**src/rtl/core/skf_pkg.sv**
```systemverilog
// Shared types, widths and helpers for the scalar Kalman filter.
`default_nettype none

package skf_pkg;

  localparam int unsigned DataW    = 32;
  localparam int unsigned CfgIdxW  = 2;
  localparam int unsigned WideW    = 36;

  localparam logic [CfgIdxW-1:0] REG_PROCESS_NOISE = 2'd0;
  localparam logic [CfgIdxW-1:0] REG_MEASURE_NOISE = 2'd1;

  typedef enum logic [8:0] {
    S_IDLE = 9'b000000001,
    S_PSUM = 9'b000000010,
    S_DEN  = 9'b000000100,
    S_DIV  = 9'b000001000,
    S_MULV = 9'b000010000,
    S_UPDV = 9'b000100000,
    S_MULE = 9'b001000000,
    S_UPDE = 9'b010000000,
    S_CHG  = 9'b100000000
  } state_e;

  // clamp a wide signed value to the signed data range
  function automatic logic signed [DataW-1:0] sat_s(input logic signed [WideW-1:0] v);
    logic signed [WideW-1:0] hi;
    logic signed [WideW-1:0] lo;
    hi = WideW'({1'b0, {(DataW-1){1'b1}}});
    lo = -hi - WideW'(1);
    if (v > hi) begin
      sat_s = hi[DataW-1:0];
    end else if (v < lo) begin
      sat_s = lo[DataW-1:0];
    end else begin
      sat_s = v[DataW-1:0];
    end
  endfunction

endpackage

`default_nettype wire

```
**src/rtl/core/scalar_kalman_filter.sv**
```systemverilog
// Scalar Kalman filter: sequencer around one shared divider step and multiplier.
//
//  channel  | handshake                     | payload
//  ---------+-------------------------------+----------------------------------
//  input    | in_valid_i / in_stall_o       | measured_speed_i
//  output   | out_valid_o / out_stall_i     | estimate_o, estimate_change_o
//  config   | cfg_valid_i / cfg_ready_o     | cfg_index_i, cfg_data_i
//
// The result beat becomes valid once the steps PSUM, DEN, DIV, MULV, UPDV, MULE, UPDE
// and CHG have run; the input stalls until the sequencer is back in idle. DIV runs the
// restoring divider, one gain bit per cycle. No new sample is taken before that.
// Both multiplications share one registered multiplier.
// Reset loads estimate 10.0, variance 2.0 and the noise registers' defaults.
// A held result beat waits in the output register; the next sample may be taken
// meanwhile, and its result waits in the last step until the register frees up.
`default_nettype none

module scalar_kalman_filter
  import skf_pkg::*;
#(
  parameter int unsigned FRAC_BITS = 16,
  parameter int unsigned GAIN_BITS = 16
) (
  input  wire logic                      clk_i,
  input  wire logic                      rst_ni,
  input  wire logic                      in_valid_i,
  output logic                           in_stall_o,
  input  wire logic signed [DataW-1:0]   measured_speed_i,
  output logic                           out_valid_o,
  input  wire logic                      out_stall_i,
  output logic signed [DataW-1:0]        estimate_o,
  output logic signed [DataW-1:0]        estimate_change_o,
  input  wire logic                      cfg_valid_i,
  output logic                           cfg_ready_o,
  input  wire logic [CfgIdxW-1:0]        cfg_index_i,
  input  wire logic [DataW-1:0]          cfg_data_i
);

  localparam int unsigned GainW = GAIN_BITS + 1;
  localparam int unsigned CntW  = $clog2(GAIN_BITS + 2);
  localparam int unsigned MulAW = 35;
  localparam int unsigned ProdW = MulAW + GainW + 1;
  localparam int unsigned RemW  = DataW + 2;

  localparam longint unsigned One      = 64'd1 << FRAC_BITS;
  localparam longint unsigned EstRaw   = 64'd10 * One;
  localparam longint unsigned SMax     = (64'd1 << (DataW - 1)) - 64'd1;
  localparam longint unsigned UMax     = (64'd1 << DataW) - 64'd1;
  localparam longint unsigned VarRaw   = 64'd2 * One;
  localparam logic [DataW-1:0] EstRst  = DataW'((EstRaw > SMax) ? SMax : EstRaw);
  localparam logic [DataW-1:0] VarRst  = DataW'((VarRaw > UMax) ? UMax : VarRaw);
  localparam logic [DataW-1:0] PnRst   = DataW'((One + 64'd500) / 64'd1000);
  localparam logic [DataW-1:0] MnRst   = DataW'(One >> 1);

  state_e                     state_q, state_d;
  logic [DataW-1:0]           pn_q, mn_q;
  logic [DataW-1:0]           var_q;
  logic signed [DataW-1:0]    est_q, old_q, meas_q;
  logic [DataW-1:0]           p_q;
  logic signed [DataW:0]      diff_q;
  logic [DataW:0]             den_q;
  logic [RemW-1:0]            rem_q;
  logic [GainW-1:0]           gain_q;
  logic [CntW-1:0]            cnt_q;
  logic signed [ProdW-1:0]    prod_q;
  logic                       out_valid_q;
  logic signed [DataW-1:0]    out_est_q, out_chg_q;

  logic                       in_acc, out_acc, out_free;
  logic [DataW:0]             psum;
  logic [RemW-1:0]            trial, den_ext;
  logic                       ge;
  logic signed [MulAW-1:0]    mul_a;
  logic signed [ProdW-1:0]    prod_sh;
  logic signed [WideW-1:0]    est_sum, chg_sum;

  assign in_stall_o  = (state_q != S_IDLE);
  assign in_acc      = in_valid_i && !in_stall_o;
  assign out_acc     = out_valid_q && !out_stall_i;
  assign out_free    = !out_valid_q || !out_stall_i;
  assign cfg_ready_o = 1'b1;

  assign out_valid_o       = out_valid_q;
  assign estimate_o        = out_est_q;
  assign estimate_change_o = out_chg_q;

  assign psum    = {1'b0, var_q} + {1'b0, pn_q};
  assign den_ext = {1'b0, den_q};
  assign trial   = (cnt_q == '0) ? rem_q : {rem_q[RemW-2:0], 1'b0};
  assign ge      = (den_q != '0) && (trial >= den_ext);

  assign mul_a   = (state_q == S_MULV) ? $signed({3'b000, p_q})
                                       : $signed({{2{diff_q[DataW]}}, diff_q});
  assign prod_sh = prod_q >>> GAIN_BITS;
  assign est_sum = {{(WideW-DataW){est_q[DataW-1]}}, est_q}
                 + {{(WideW-MulAW){prod_sh[MulAW-1]}}, prod_sh[MulAW-1:0]};
  assign chg_sum = {{(WideW-DataW){est_q[DataW-1]}}, est_q}
                 - {{(WideW-DataW){old_q[DataW-1]}}, old_q};

  always_comb begin
    state_d = state_q;
    case (state_q)
      S_IDLE: if (in_acc) state_d = S_PSUM;
      S_PSUM: state_d = S_DEN;
      S_DEN:  state_d = S_DIV;
      S_DIV:  if (cnt_q == CntW'(GAIN_BITS)) state_d = S_MULV;
      S_MULV: state_d = S_UPDV;
      S_UPDV: state_d = S_MULE;
      S_MULE: state_d = S_UPDE;
      S_UPDE: state_d = S_CHG;
      S_CHG:  if (out_free) state_d = S_IDLE;
      default: state_d = S_IDLE;
    endcase
  end

  always_ff @(posedge clk_i or negedge rst_ni) begin
    if (!rst_ni) begin
      state_q     <= S_IDLE;
      pn_q        <= PnRst;
      mn_q        <= MnRst;
      var_q       <= VarRst;
      est_q       <= EstRst;
      out_valid_q <= 1'b0;
      cnt_q       <= '0;
    end else begin
      state_q <= state_d;
      if (cfg_valid_i && cfg_ready_o) begin
        if (cfg_index_i == REG_PROCESS_NOISE) pn_q <= cfg_data_i;
        if (cfg_index_i == REG_MEASURE_NOISE) mn_q <= cfg_data_i;
      end
      if (state_q == S_DEN) begin
        cnt_q <= '0;
      end else if (state_q == S_DIV) begin
        cnt_q <= cnt_q + CntW'(1);
      end
      if (state_q == S_UPDV) begin
        var_q <= p_q - prod_q[GAIN_BITS +: DataW];
      end
      if (state_q == S_UPDE) begin
        est_q <= sat_s(est_sum);
      end
      if (state_q == S_CHG && out_free) begin
        out_valid_q <= 1'b1;
      end else if (out_acc) begin
        out_valid_q <= 1'b0;
      end
    end
  end

  // datapath registers
  always_ff @(posedge clk_i) begin
    if (in_acc) begin
      meas_q <= measured_speed_i;
      old_q  <= est_q;
    end
    case (state_q)
      S_PSUM: begin
        p_q    <= psum[DataW] ? {DataW{1'b1}} : psum[DataW-1:0];
        diff_q <= {meas_q[DataW-1], meas_q} - {est_q[DataW-1], est_q};
      end
      S_DEN: begin
        den_q  <= {1'b0, p_q} + {1'b0, mn_q};
        rem_q  <= {2'b00, p_q};
        gain_q <= '0;
      end
      S_DIV: begin
        rem_q  <= ge ? (trial - den_ext) : trial;
        gain_q <= {gain_q[GainW-2:0], ge};
      end
      S_MULV, S_MULE: begin
        prod_q <= mul_a * $signed({1'b0, gain_q});
      end
      S_CHG: begin
        if (out_free) begin
          out_est_q <= est_q;
          out_chg_q <= sat_s(chg_sum);
        end
      end
      default: ;
    endcase
  end

  a_accept_starts: assert property (@(posedge clk_i) disable iff (!rst_ni)
    in_acc |=> state_q == S_PSUM)
    else $error("accepted sample did not start the sequence");

  a_div_count: assert property (@(posedge clk_i) disable iff (!rst_ni)
    state_q == S_DIV |-> cnt_q <= CntW'(GAIN_BITS))
    else $error("divider ran past its last step");

  a_gain_bound: assert property (@(posedge clk_i) disable iff (!rst_ni)
    state_q == S_MULV |-> gain_q <= (GainW'(1) << GAIN_BITS))
    else $error("gain above unity");

  a_var_shrinks: assert property (@(posedge clk_i) disable iff (!rst_ni)
    state_q == S_UPDV |=> var_q <= $past(p_q))
    else $error("variance grew on update");

  a_result_held: assert property (@(posedge clk_i) disable iff (!rst_ni)
    (state_q == S_CHG && !out_free) |=> state_q == S_CHG)
    else $error("result dropped while output busy");

endmodule

`default_nettype wire
```
**config.mk**
```make
export PLATFORM = sky130hd
export DESIGN_NAME = scalar_kalman_filter
export DESIGN_NICKNAME = d
export VERILOG_FILES = /design/src/rtl/core/skf_pkg.sv /design/src/rtl/core/scalar_kalman_filter.sv
export SDC_FILE = /design/constraint.sdc
export NUM_CORES = 2
export LEC_CHECK = 0
export CORE_MARGIN = 5
export CORE_UTILIZATION = 40
export DETAILED_ROUTE_END_ITERATION = 16
export DONT_BUFFER_PORTS = 1
export PLACE_DENSITY_LB_ADDON = 0.1
export SYNTH_ARGS = -nofsm -noshare
export SYNTH_HDL_FRONTEND = slang
export SYNTH_SLANG_ARGS = --single-unit
```
**constraint.sdc**
```tcl
create_clock -name clk_i -period 7.5 [get_ports clk_i]
set_input_delay 0 -clock clk_i [delete_from_list [all_inputs] [get_ports clk_i]]
set_output_delay 0 -clock clk_i [all_outputs]
set_load 0.1 [all_outputs]
```
* Word-level counts from Yosys, hierarchy flattened
Cells that the tools add are included.
** Cells by class
- Order comparisons :: 5
- Reductions and logical operators :: 18
- Equal/unequal tests :: 15
- $mul :: 1
- Add/sub/neg operators :: 8
- Mux-type cells :: 16
** Operators with widths (count)
- $mux W32 :: 3
- $pmux W9 S9 :: 1
- $mux W34 :: 2
- $pmux W34 S2 :: 1
- $add A32 B32 Y33 :: 2
- $sub A32 B32 Y33 :: 2
- $mul A35 B18 Y51 :: 1
- $add A32 B35 Y36 :: 1
- $gt A36 B32 Y1 const B :: 1
- $lt A36 B32 Y1 const B :: 1
- $mux W35 :: 1
- $ge A34 B33 Y1 :: 1
- $pmux W17 S2 :: 1
- $sub A34 B33 Y34 :: 1
- $gt A33 B32 Y1 const B :: 1
- $lt A33 B32 Y1 const B :: 1
- $reduce_bool A33 Y1 :: 1
- $sub A32 B32 Y32 :: 1
- $mux W9 :: 3
- $mux W5 :: 2
- $eq A9 B1 Y1 const B :: 1
- $eq A9 B2 Y1 const B :: 1
- $eq A9 B3 Y1 const B :: 1
- $eq A9 B4 Y1 const B :: 1
- other kinds (20) :: 31
** Word-level totals
- Output and inout port bits :: 67
- Register bits after elaboration :: 471
- Word-level logic and storage cells :: 80

* Longest topological paths before layout
- Depth after elaboration :: 6
- Mapped depth :: 32

* Worst setup path after synthesis
OpenSTA, ideal clock, no wires.
- Kind :: register to register
- From :: register state_q[1]
- To :: register prod_q[50] (data pin)
- Path slack :: -0.461 ns
- Required time :: 7.241 ns
- Period minus slack after synthesis :: 7.961 ns
- Cell stages (with the launch flop) :: 32
- Data arrival time :: 7.701 ns
- Cell sequence :: dfrtp_1 or4_1 nor4_1 nand3b_1 clkbuf_1 clkbuf_1 and2_1 clkbuf_1 nand2_1 inv_1 fa_1 inv_1 fa_1 fa_1 inv_1 fa_1 fa_1 inv_1 fa_1 inv_1 ha_1 a21o_1 a21o_1 a21o_1 o21a_1 o21ai_0 a21oi_1 o41a_1 a221o_1 nor3_1 a21oi_1 xnor2_1
** On the way
- Cells in the longest elaborated chain, start to end :: 3
** Ends and longest elaborated chain
- start: declaration :: line scalar_kalman_filter.sv:55 : state_e state_q, state_d;
- start signal: assignment :: line scalar_kalman_filter.sv:126 : state_q <= state_d;
- $eq A9 B5 Y1 :: line scalar_kalman_filter.sv:92 : assign mul_a = (state_q == S_MULV) ? $signed({3'b000, p_q})
- $mux W35 :: line scalar_kalman_filter.sv:92
- $mul A35 B18 Y51 :: line scalar_kalman_filter.sv:171 : prod_q <= mul_a * $signed({1'b0, gain_q});
- end signal: assignment :: line scalar_kalman_filter.sv:171
- end: declaration :: line scalar_kalman_filter.sv:65 : logic signed [ProdW-1:0] prod_q;
No other way between the ends.
A chain may end at the register's enable or synchronous reset.

* Worst setup path in the final report
- From :: register state_q[1]
- To :: register prod_q[47] (data pin)
The elaborated chain is that of the path after synthesis.

==> reports/results.txt <==
Worst Setup Start Kind: flop
largest family of logic cells by synthesized area: adder cells
FF-to-FF End: prod_q[47]
cts bufs inserted: 52
die height: 352 µm
RSZ-0062 raised after global routing: yes
WP data arrival: 8260 ps
minimum clock period after layout: 7900 ps
post-synthesis adder-cell area fraction: 32.6%
Max clock buf depth: 3
antenna-violating nets left: 0
Yosys reg bits: 455
H-tree depth: 2
violated checks: negative setup slack
mux cell area share after synthesis: 2.62%
die width: 352 µm
DRT Pass-1 Iters: 6
most used cell, CP: fa_1
Routed WL per cell: 20.4 µm
worst hold slack: 28.5 ps
Max Cap Viol: 0
IO Pins: 138
hpwl dp: 111000 µm
Worst Skew: 19.1 ps
row count: 125
GP Congestion: 0.859
period utilization: 105%
Clock Latency Late Sink: 610 ps
port bufs: 0
Final Util: 47.1%
clock slew at reported path FFs: 60 ps
crit-path max FO: 6
average size of a mapped cell: 9.63 µm²
via count: 34600
Cell Area, Synth: 46700 µm²
Global Route Usage Sum: 22.4%
Via-to-Cell Ratio: 5.14
Worst Hold Class: in -> async
CTS tree: yes
worst endpoint required time: 7850 ps
Cell variety after synth: 92
Syn Nets: 5802
Synth-to-Final Area Change: 17.2%
ys flop type: edfxtp_1
first-pass GRT wire length: 215000 µm
Core ar.: 116000 µm²
simple-gate share of the synthesized area: 13.9%
cells after synthesis: 4844
Area contributors post-synth: fa_1 (23%), edfxtp_1 (20%), ha_1 (9.3%)
post-synthesis xor/xnor area fraction: 4.30%
number of global-route vias before repair: 35900
outcome: complete, but fails checks
sequential-to-total area share from yosys stat: 27.8%
root buffer cell: clkbuf_16
fillers: 11200
Yosys top cell area share: 23.2%
Final nets: 6123
Initial Util: 40.2%
ys async rst share: 31.4%
Setup WS post-layout: -401 ps
Final Hold Fails: 0
final wirelength: 137000 µm
yosys warns: 0
post-synth top area cell: fa_1
largest net degree at the start of global routing: 144
initial antenna violation count: 3
RR Startpoint: state_q[1]
Sink Count: 455
R2R depth: 33
Post-synth EDFFs: 312
die area: 124000 µm²
final slew viol count: 0
FMAX: 127 MHz
initial DRC count: 1921
Final Setup Violations: 25
Crit-path slowest cell: or4_4
Tightest Pin Transition: 1100 ps
Worst setup EP type: flop
Slowest Stage Delay on Critical Path: 560 ps
gr ovfl total: 0
area fraction in compound gates after synthesis: 10.9%
Post-route DRC: 0
Reg2Reg Setup Slack: -400 ps
proportion of layout cells with a drive suffix above 1: 14.1%
Setup CP Type: reg -> reg
slew margin rel.: 26.1%
[final cells by class]
class / count / area, µm² / area share [%]
well taps: 1524 / 1910 / 3.49
inverters: 814 / 3060 / 5.60
flip-flops and latches: 455 / 13000 / 23.7
clock inverters: 32 / 378 / 0.691
diodes: 1 / 2.50 / 0.00458
repair buffers: 425 / 4030 / 7.37
multi-input cells: 3417 / 30800 / 56.4
clock buffers: 65 / 1500 / 2.74
[cells in the final DEF, fill, tap and decap left out, types with 14 or more instances in the layout]
cell type and instances:
ha_1 335, nor3_1 35, or3_1 14, o21ai_1 73, fa_1 518, o21ai_0 153
nor2b_1 44, nand3_1 40, dlygate4sd3_1 83, buf_4 284, nand2_1 574, nor4_1 14
nand4_1 28, inv_1 799, fa_2 23, clkbuf_16 59, o21bai_1 26, xnor2_1 145
edfxtp_1 312, a21o_1 107, nand2_4 24, a211oi_1 19, a31oi_1 24, buf_12 36
and3_1 36, nor2_1 197, nand2_2 31, dfrtp_1 136, xor2_1 77, buf_6 14
mux2_2 98, a21oi_1 222, nand2b_1 37, o21a_1 38, inv_2 14, and2_1 231
[synth_stat cells, types with 8 or more instances]
| cell type | n |
|---|---|
| inv_1 | 813 |
| nand2_1 | 629 |
| fa_1 | 541 |
| ha_1 | 346 |
| edfxtp_1 | 312 |
| and2_1 | 241 |
| a21oi_1 | 231 |
| nor2_1 | 207 |
| o21ai_0 | 159 |
| xnor2_1 | 148 |
| dfrtp_1 | 136 |
| clkbuf_1 | 134 |
| a21o_1 | 107 |
| mux2_2 | 98 |
| xor2_1 | 79 |
| o21ai_1 | 73 |
| nor2b_1 | 45 |
| nand3_1 | 43 |
| o21a_1 | 39 |
| nand2b_1 | 38 |
| nor3_1 | 38 |
| and3_1 | 37 |
| o21bai_1 | 29 |
| nand4_1 | 28 |
| a31oi_1 | 24 |
| a211oi_1 | 21 |
| buf_2 | 16 |
| nor4_1 | 15 |
| o31ai_1 | 14 |
| or3_1 | 14 |
| o211ai_1 | 13 |
| mux2i_1 | 12 |
| a221o_1 | 9 |
| a21boi_1 | 8 |
| nor3b_1 | 8 |
[how the worst max path moves through the flow]
stage | start | endpoint | slack, ps | cells past startpoint
2_1_floorplan | state_q[1] | prod_q[50] | -100 | 30
3_3_place_gp | state_q[1] | prod_q[48] | -1110 | 32
3_5_place_dp | state_q[1] | prod_q[48] | -1110 | 32
4_1_cts | state_q[1] | prod_q[50] | -420 | 34
5_1_grt | state_q[1] | prod_q[50] | -700 | 32
6_report | state_q[1] | prod_q[47] | -400 | 33
[repair_timing]
| item | 4_1_cts | 5_1_grt |
|---|---|---|
| hold buffers | 84 | 0 |
| setup buffers | 47 | 4 |
| pin swaps | 70 | 32 |
| setup endpoints to repair | 31 | 31 |
| gates resized for setup | 153 | 41 |
| hold endpoints to repair | 269 | 0 |
| cloned | 3 | 1 |
[critical path, delay by kind of cell, from the launching register on]
| kind | cells | cell delay (ps) |
|---|---|---|
| adder cells (fa/ha/maj) | 7 | 3360 |
| AND/OR/NAND/NOR | 10 | 1930 |
| AO/OA/AOI/OAI | 6 | 970 |
| buffers and inverters | 9 | 880 |
| flip-flops | 1 | 380 |
| XOR/XNOR | 1 | 110 |
[kinds of logic after synthesis]
group | count (synthesis)
muxes | 110
and+or+nand+nor | 1376
DFF | 455
AOI/OAI and AO/OA | 810
xor gates and xnor gates | 228
other | 1
adders and majority gates | 892
buffers and inverters | 972
[through the flow]
step	cells	instance area [µm²]	setup TNS [ps]	setup WS [ps]
after global placement	6501	50800	-21760	-1110
after floorplan	4844	47100	-100	-100
final	6733	54700	-5580	-401
after detailed placement	6501	50800	-23040	-1110
after CTS	6729	54500	-5990	-417
after global routing	6732	54700	-13640	-698
[sequential cells by signal, summed over array words and instances (netlist names), 33 cells and up]
register and cells:
den_q 33, diff_q 33, rem_q 34, prod_q 35
[routing by layer]
metal,routed length (µm),GRT usage [%],vias to the layer above
met5,0,0,-
met4,2840,4.18,0
met3,4690,2.22,127
met2,66800,38.8,605
met1,63000,31.0,17400
li1,-,-,16500
Power is not shown: default switching activity piles up to over one toggle a cycle in this logic, so the estimate is an artifact.
